$ cat src/sv/bbi_pkg.sv
package bbi_pkg;

  // Configuration register indexes
  localparam logic [1:0] CFG_FRAME_SIZE = 2'd0;
  localparam logic [1:0] CFG_MULT_SEL   = 2'd1;
  localparam logic [1:0] CFG_DIRECTION  = 2'd2;

  localparam int CFG_W  = 14;
  localparam int CIDX_W = 2;

  // Reset values and limits of the frame size
  localparam logic [CFG_W-1:0] FRAME_SIZE_RESET = 14'd1024;
  localparam int               FRAME_MIN        = 4;

  // Multiplier selector codes
  localparam logic [1:0] MSEL_5  = 2'd0;
  localparam logic [1:0] MSEL_13 = 2'd1;
  localparam logic [1:0] MSEL_21 = 2'd2;

  // Recurrence multipliers
  localparam int         MULT_W  = 5;
  localparam logic [4:0] MULT_5  = 5'd5;
  localparam logic [4:0] MULT_13 = 5'd13;
  localparam logic [4:0] MULT_21 = 5'd21;

  // Direction codes
  localparam logic DIR_INTERLEAVE   = 1'b0;
  localparam logic DIR_DEINTERLEAVE = 1'b1;

  // Controller states
  typedef enum logic [1:0] {
    ST_IDLE,
    ST_GEN,
    ST_DONE
  } ctrl_state_t;

  // Controller to datapath
  typedef struct packed {
    logic accept;
    logic access;
    logic load_out;
  } ctrl_cmd_t;

  // Datapath to controller
  typedef struct packed {
    logic perm_ok;
    logic out_free;
  } dp_status_t;

endpackage

$ cat src/sv/bbi_ctrl.sv
module bbi_ctrl (
  input  logic                clk,
  input  logic                rst,
  input  logic                in_valid,
  output logic                in_stall,
  input  bbi_pkg::dp_status_t status,
  output bbi_pkg::ctrl_cmd_t  cmd
);

  bbi_pkg::ctrl_state_t state, state_next;

  // State register
  always_ff @(posedge clk) begin
    if (rst) begin
      state <= bbi_pkg::ST_IDLE;
    end else begin
      state <= state_next;
    end
  end

  // Next state and commands
  always_comb begin
    state_next   = state;
    cmd          = '0;
    in_stall     = 1'b1;
    unique case (state)
      bbi_pkg::ST_IDLE: begin
        in_stall = 1'b0;
        if (in_valid) begin
          cmd.accept = 1'b1;
          state_next = bbi_pkg::ST_GEN;
        end
      end
      bbi_pkg::ST_GEN: begin
        // datapath steps the recurrence on its own until the value is in range
        if (status.perm_ok) begin
          cmd.access = 1'b1;
          state_next = bbi_pkg::ST_DONE;
        end
      end
      bbi_pkg::ST_DONE: begin
        if (status.out_free) begin
          cmd.load_out = 1'b1;
          in_stall     = 1'b0;
          if (in_valid) begin
            cmd.accept = 1'b1;
            state_next = bbi_pkg::ST_GEN;
          end else begin
            state_next = bbi_pkg::ST_IDLE;
          end
        end
      end
      default: begin
        state_next = bbi_pkg::ST_IDLE;
      end
    endcase
  end

endmodule

$ cat config.mk
export PLATFORM = sky130hd
export DESIGN_NAME = bbi_ctrl
export DESIGN_NICKNAME = d
export VERILOG_FILES = /design/src/sv/bbi_pkg.sv /design/src/sv/bbi_ctrl.sv
export SDC_FILE = /design/constraint.sdc
export NUM_CORES = 1
export LEC_CHECK = 0
export BUFFER_PORTS_ARGS = -buffer_cell sky130_fd_sc_hd__buf_4
export CORE_AREA = 2 2 39 41
export DETAILED_ROUTE_END_ITERATION = 8
export DIE_AREA = 0 0 41 43
export GPL_TIMING_DRIVEN = 0
export PLACE_DENSITY = 0.3
export SETUP_SLACK_MARGIN = 0.05
export SLEW_MARGIN = 30
export SYNTH_ARGS = -nofsm -noshare
export SYNTH_HDL_FRONTEND = slang
export SYNTH_SLANG_ARGS = --single-unit
$ cat constraint.sdc
create_clock -name clk -period 1 [get_ports clk]
set_input_delay 0.2 -clock clk [delete_from_list [all_inputs] [get_ports clk]]
set_output_delay 0.2 -clock clk [all_outputs]
set_load 0.005 [all_outputs]
# Yosys cells after proc, flatten, opt, wreduce, memory -nomap -nowiden
# Cells that the tools add are included.
op_classes:
  eq_ne: 5
  mux: 14
  reduce_logical: 2
op_table:
  columns: ["cell", "count"]
  rows:
  - ["$mux 1", 8]
  - ["$mux 2", 3]
  - ["$ne 2x2->1 const B", 3]
  - ["$pmux 2 s3", 1]
  - ["$pmux 1 s2", 2]
  - ["$reduce_and 3->1", 1]
  - ["$eq 2x1->1 const B", 1]
  - ["$eq 2x2->1 const B", 1]
  - ["$logic_not 2->1", 1]
word_totals:
  reg_bits: 2
  in_bits: 5
  out_inout_bits: 4
  wordCells: 22

# Depth between registers and ports, before layout
# Gate-level depths: netlist of the first run.
depth:
  ltp_word: 3
  depth_mapped: 3
  mapped_depth_nobuf: 3

# Worst setup path before layout of the first run
# Ideal clock, no wire load.
synth_path:
  path_kind: "flip-flop to flip-flop"
  from: "reg state[1]"
  to: "reg state[1]"
  setup_ps: 115
  arrival_time_ps: 701
  required_ps: 885
  slack_ps: 184
  path_stages_with_launch: 3
  path_buffers: 0
  path_cell_list: "dfxtp_1 -> and3b_1 -> o21ba_1"
synth_between:
  elab_chain_cells: 3
  word_cells_on_any_way: 8
synth_rtl:
  columns: ["item", "line", "source"]
  rows:
  - ["start: declaration", "bbi_ctrl.sv:10", "bbi_pkg::ctrl_state_t state, state_next;"]
  - ["start signal: assignment", "bbi_ctrl.sv:15", "state <= bbi_pkg::ST_IDLE;"]
  - ["start signal: assignment", "bbi_ctrl.sv:17", "state <= state_next;"]
  - ["$eq 2x1->1 (tied with other cells)", "bbi_ctrl.sv:26", "unique case (state)"]
  - ["$ne 2x2->1 (no source line)", null, null]
  - ["$reduce_and 3->1 (no source line)", null, null]
# Several ways; a longest one is shown, not always the timed one.
# A chain may end at the register's enable or synchronous reset.

==> flow_summary.toml, run 1 <==
[detailed_routing]
drc = 0
wl_um = 445
drt-initial-drc-count = 2
wl_per_cell_um = 9.89
vias_per_cell = 3.29
ant_nets = 0
firstDrtPassIters = 2
dr_total_vias = 148

[global_routing]
top_usage_layer = "met2"
antenna_found_initial = 0
grt_usage_pct = 7.31
use_met3_pct = 5.24
grt_pass1_vias = 204
grtUsageMet2_pct = 9.69
grt_pass1_wl_um = 772
grt_overflow_total = 0
grt_max_degree = 7
met1_usage_pct = 6.69

[yosys]
synth_area_leaders = "dfxtp_1 38%, nand2b_1 12%, nor2_1 11%, o21ba_1 9.4%, and3b_1 8.2%"
ys_ff_latch = 2
ys_seq_area_share_pct = 37.6
syn-num-nets = 19
synth_area_um2 = 106
ys_warn_count = 0
avgSynthCellArea_um2 = 7.60
synthCells = 14
synth_top_area_cell = "dfxtp_1"
synth_cell_types = 9
synth_top_area_share_pct = 37.6

[clock_tree]
cts.sinks = 2
clk_latency_ns = 0.23
path_clk_slew_ns = 0.03
h-tree-depth = 1
numCtsBuffers = 3
cts_tree = "done"
ctsHoldBuffers = 0
cts_buffer_depth = 2
cts-root-buf = "clkbuf_4"

[timing]
fin_crit_ns = 1.12
setup_ws_ns = -0.120
fmax_ghz = 0.893
rsz0062_at_grt = "true"
setup_viol = 5
fin_worst_skew_ns = 0.00607
finalCritPeriodShare_pct = 112
hold_viol = 0
hold_ws_ns = 0.128
tightestPinTransition_ns = 0.110
drv_slew = 0
slew_headroom_pct = 92.6

[final_layout]
diodes = 0
layout_commonest_cell = "buf_4"
stdcell_count = 45
nNetsFinal = 36
mostFrequentLayoutCells = "10 x buf_4, 3 x nor2_1, 3 x clkbuf_4, 2 x nand2_1, 2 x buf_6"
largest-register = "state"
area_delta_synth_final_pct = 148
largest_reg_flops = 2
drive_gt1_share_pct = 69.0
reg_top3 = "state: 2 flops"

[power_and_ir_drop]
powerDensity_nw_per_um2 = 1310
p_leak_nw = 0.142
combinationalPowerShare_pct = 20.6
p_switching_uw = 79.5
p_seq_share_pct = 26.6
p_int_uw = 265
p_clk_share_pct = 52.8
power_uw = 345
p_sw_share_pct = 23.1
max-vdd-ir-drop_v = 0.000480

[setup_path]
critPathLaunchType = "flop"
critPathCaptureType = "primary output"
slowest_stage = "dfxtp_4"
r2r_slack_ns = -0.11
worst-path-buf-inv = 1
critical_path.max_stage_delay_ns = 0.36
crit_arrival_ns = 0.92
crit_required_ns = 0.80
worstPathCellList = "and3b_2 > buf_6"
path_max_fanout = 4
cpLargestDelayFamily = "flip-flops"
critical_path_class = "flop to primary output"

[floorplan]
ios = 9
die_h_um = 43
die_width_um = 41
start_util_pct = 7.69
core_um2 = 1380
die_area_um2 = 1760
rows = 14

[placement]
place.port_buffers = 8
dp.cells = 38
place_congestion = 0.583

[status]
violations = "setup timing"
status = "finished, violations left"

[run]
cap_violations = 0

[hold_path]
hp-class = "primary input to flop"
## path summary, 6_finish.rpt
path / end / start / cells past startpoint
max: cmd[1] / state[1]$_SDFFE_PP0P_ / 2
min: state[0]$_SDFFE_PP0P_ / rst / 2
max reg2reg: state[1]$_SDFFE_PP0P_ / state[1]$_SDFFE_PP0P_ / 4
min reg2reg: state[0]$_SDFFE_PP0P_ / state[0]$_SDFFE_PP0P_ / 2
## power by group through the flow
| stage | registers [mW] | clock network, mW | logic, mW |
|---|---|---|---|
| 4_1_cts | 0.0914 | 0.192 | 0.0723 |
| 5_1_grt | 0.0927 | 0.205 | 0.0787 |
| 2_1_floorplan | 0.0904 | 0 | 0.0181 |
| 3_5_place_dp | 0.0914 | 0 | 0.0488 |
| 6_report | 0.0916 | 0.182 | 0.0709 |
| 3_3_place_gp | 0.0910 | 0 | 0.0476 |
## cell type report
cell class,instances,area [µm²]
clock buffers,3,22.5
fillers,157,1120
inverters,1,3.75
multi-input cells,11,75.1
flip-flops and latches,2,45.0
well taps,16,20.0
repair buffers,12,97.6
## Yosys cell counts
cell	n
inv_1	1
nor2_1	3
nand3b_1	1
nand2b_1	2
dfxtp_1	2
a21oi_1	1
o21ba_1	1
nand2_1	2
and3b_1	1
## through the flow
step                      util (%)  instance area (µm²)  setup WS (ns)  setup TNS, ns
final                         19.1                  264         -0.120         -0.444
after global routing          19.1                  264         -0.159         -0.700
after CTS                     18.5                  256         -0.124         -0.382
after detailed placement      13.5                  186         0.0158              0
after global placement        13.5                  186         0.0331              0
after floorplan                  -                  106          0.184              0
## worst reg2reg max path: cells and delay by family, from the launching register on
family | cells | cell delay, ns
AO/OA/AOI/OAI | 1 | 0.17
AND/OR/NAND/NOR | 1 | 0.22
buffers and inverters | 2 | 0.25
flip-flops | 1 | 0.36
## cells by family (layout without fill, tap and decap cells)
| kind of cell | count (synthesis) | count (layout) | share of synthesized area, % |
|---|---|---|---|
| DFF | 2 | 2 | 37.6 |
| and+or+nand+nor | 9 | 9 | 44.7 |
| AOI/OAI and AO/OA | 2 | 2 | 14.1 |
| buffers and inverters | 1 | 16 | 3.53 |
## layer usage
metal	wire length, µm	part of all wire (%)
met5	0	0
met4	0	0
met3	54	12
met2	177	40
met1	214	48
## what timing repair did
| item | 4_1_cts | 5_1_grt |
|---|---|---|
| setup buffers | 5 | 2 |
| gates resized for setup | 4 | 4 |
| setup endpoints to repair | 4 | 6 |
| pin swaps | 3 | 1 |
No activity file was read; power rests on OpenSTA's default activity.
==> inputs of run 2 (changes only) <==
==> constraint.sdc (replaced) <==
create_clock -name clk -period 1 [get_ports clk]
set_input_delay 0.2 -clock clk [delete_from_list [all_inputs] [get_ports clk]]
set_output_delay 0.2 -clock clk [all_outputs]
set_load 0.1 [all_outputs]
==> flow_summary.toml, run 2 (synthesis results as in run 1) <==
[status]
status = "finished, violations left"
violations = "setup timing"

[final_layout]
layout_commonest_cell = "buf_4"
drive_gt1_share_pct = 90.3
nNetsFinal = 38
stdcell_count = 47
final_core_util_pct = 26.2
diodes = 0
largest_reg_flops = 2
multiInputGateArea_um2 = 106
fin_area_um2 = 363
mostFrequentLayoutCells = "9 x buf_4, 4 x buf_12, 3 x clkbuf_4, 2 x nand2b_4, 2 x dfxtp_4"
regArea_um2 = 47.5
largest-register = "state"
reg_top3 = "state: 2 flops"
n_fill_cell = 151
area_delta_synth_final_pct = 241

[detailed_routing]
wl_per_cell_um = 9.47
firstDrtPassIters = 1
wl_um = 445
dr_total_vias = 161
ant_nets = 0
drt-initial-drc-count = 0
drc = 0
vias_per_cell = 3.43

[global_routing]
antenna_found_initial = 0
grt_pass1_vias = 170
grt_overflow_total = 0
grt_max_degree = 6
grt_usage_pct = 6.52
grt_pass1_wl_um = 669

[setup_path]
crit_start = "state[1]$_SDFFE_PP0P_"
worstPathCellList = "nand2b_4 > nand3b_1 > clkinvlp_4 > buf_12"
slowest_stage = "dfxtp_4"
critical_path_class = "flop to primary output"
critPathCaptureType = "primary output"
path_max_fanout = 4
crit_required_ns = 0.80
reg2reg_from = "state[1]$_SDFFE_PP0P_"
critical_path.max_stage_delay_ns = 0.36
critPathLaunchType = "flop"
crit_arrival_ns = 1.09

[timing]
fin_crit_ns = 1.29
setup_ws_ns = -0.293
final.setup.tns_ns = -0.952
setup_viol = 5
finalCritPeriodShare_pct = 129
hold_viol = 0
hold_ws_ns = 0.139
fin_worst_skew_ns = 0.000428
tightestPinTransition_ns = 0.175
fmax_ghz = 0.773
slew_headroom_pct = 88.3
drv_slew = 0
rsz0062_at_grt = "true"

[placement]
dp.cells = 38
place_congestion = 0.613
place.port_buffers = 8
place_area_um2 = 204
dp_slack_ns = -0.205
post-dp-hpwl_um = 257

[floorplan]
die_area_um2 = 1760
rows = 14
die_h_um = 43
core_um2 = 1380
die_width_um = 41
start_util_pct = 7.69
ios = 9

[run]
cap_violations = 0

[hold_path]
hp-class = "primary input to flop"
hp-start = "rst"

[clock_tree]
cts.sinks = 2
ctsHoldBuffers = 0
cts_tree = "done"
path_clk_slew_ns = 0.03
h-tree-depth = 1
cts_buffer_depth = 2
clk_latency_ns = 0.22
cts-root-buf = "clkbuf_4"
numCtsBuffers = 3

[power_and_ir_drop]
max-vdd-ir-drop_v = 0.000480
p_leak_nw = 0.162
powerDensity_nw_per_um2 = 1270
power_uw = 461
[run 2: cell count changes in the layout (fill, tap and decap cells not counted), sizes merged]
cell	delta
buf	+2
clkinvlp	+1
inv	-1
[run 2: final timing paths]
check | depth (start not counted) | endpoint | slack [ns]
worst max-delay path | 4 | cmd[2] | -0.29
worst min register to register | 3 | state[0]$_SDFFE_PP0P_ | 0.57
worst max register to register | 3 | state[1]$_SDFFE_PP0P_ | 0
worst min-delay path | 2 | state[0]$_SDFFE_PP0P_ | 0.14
[run 2: worst max-delay path, delay by kind of cell (launching register included)]
family,cells,cell delay (ns)
and+or+nand+nor,2,0.20
buffers and inverters,2,0.30
DFF,1,0.36
[run 2: report_power, final]
part	switching, mW	total, mW	internal (mW)
Sequential	0.00732	0.0911	0.0838
Combinational	0.109	0.194	0.0841
Clock	0.0440	0.176	0.132
[run 2: final cells by class]
type / count / area share [%]
inverter: 1 / 2.07
tap: 16 / 5.52
sequential: 2 / 13.1
clock buffer: 3 / 6.21
multi-input combinational: 11 / 29.3
timing repair buffer: 14 / 43.8
[run 2: timing repair]
action,in CTS,in global routing
hold endpoints to repair,0,0
pin swaps,2,1
buffers inserted,5,2
gates resized for setup,17,6
setup endpoints to repair,4,6
gates cloned,0,0
[run 2: per-layer routing]
| layer | global-route usage, % | wire length (µm) |
|---|---|---|
| met1 | 6.73 | 199 |
| met2 | 7.19 | 207 |
| met3 | 6.28 | 38 |
| met4 | 6.00 | 0 |
| met5 | 0 | 0 |
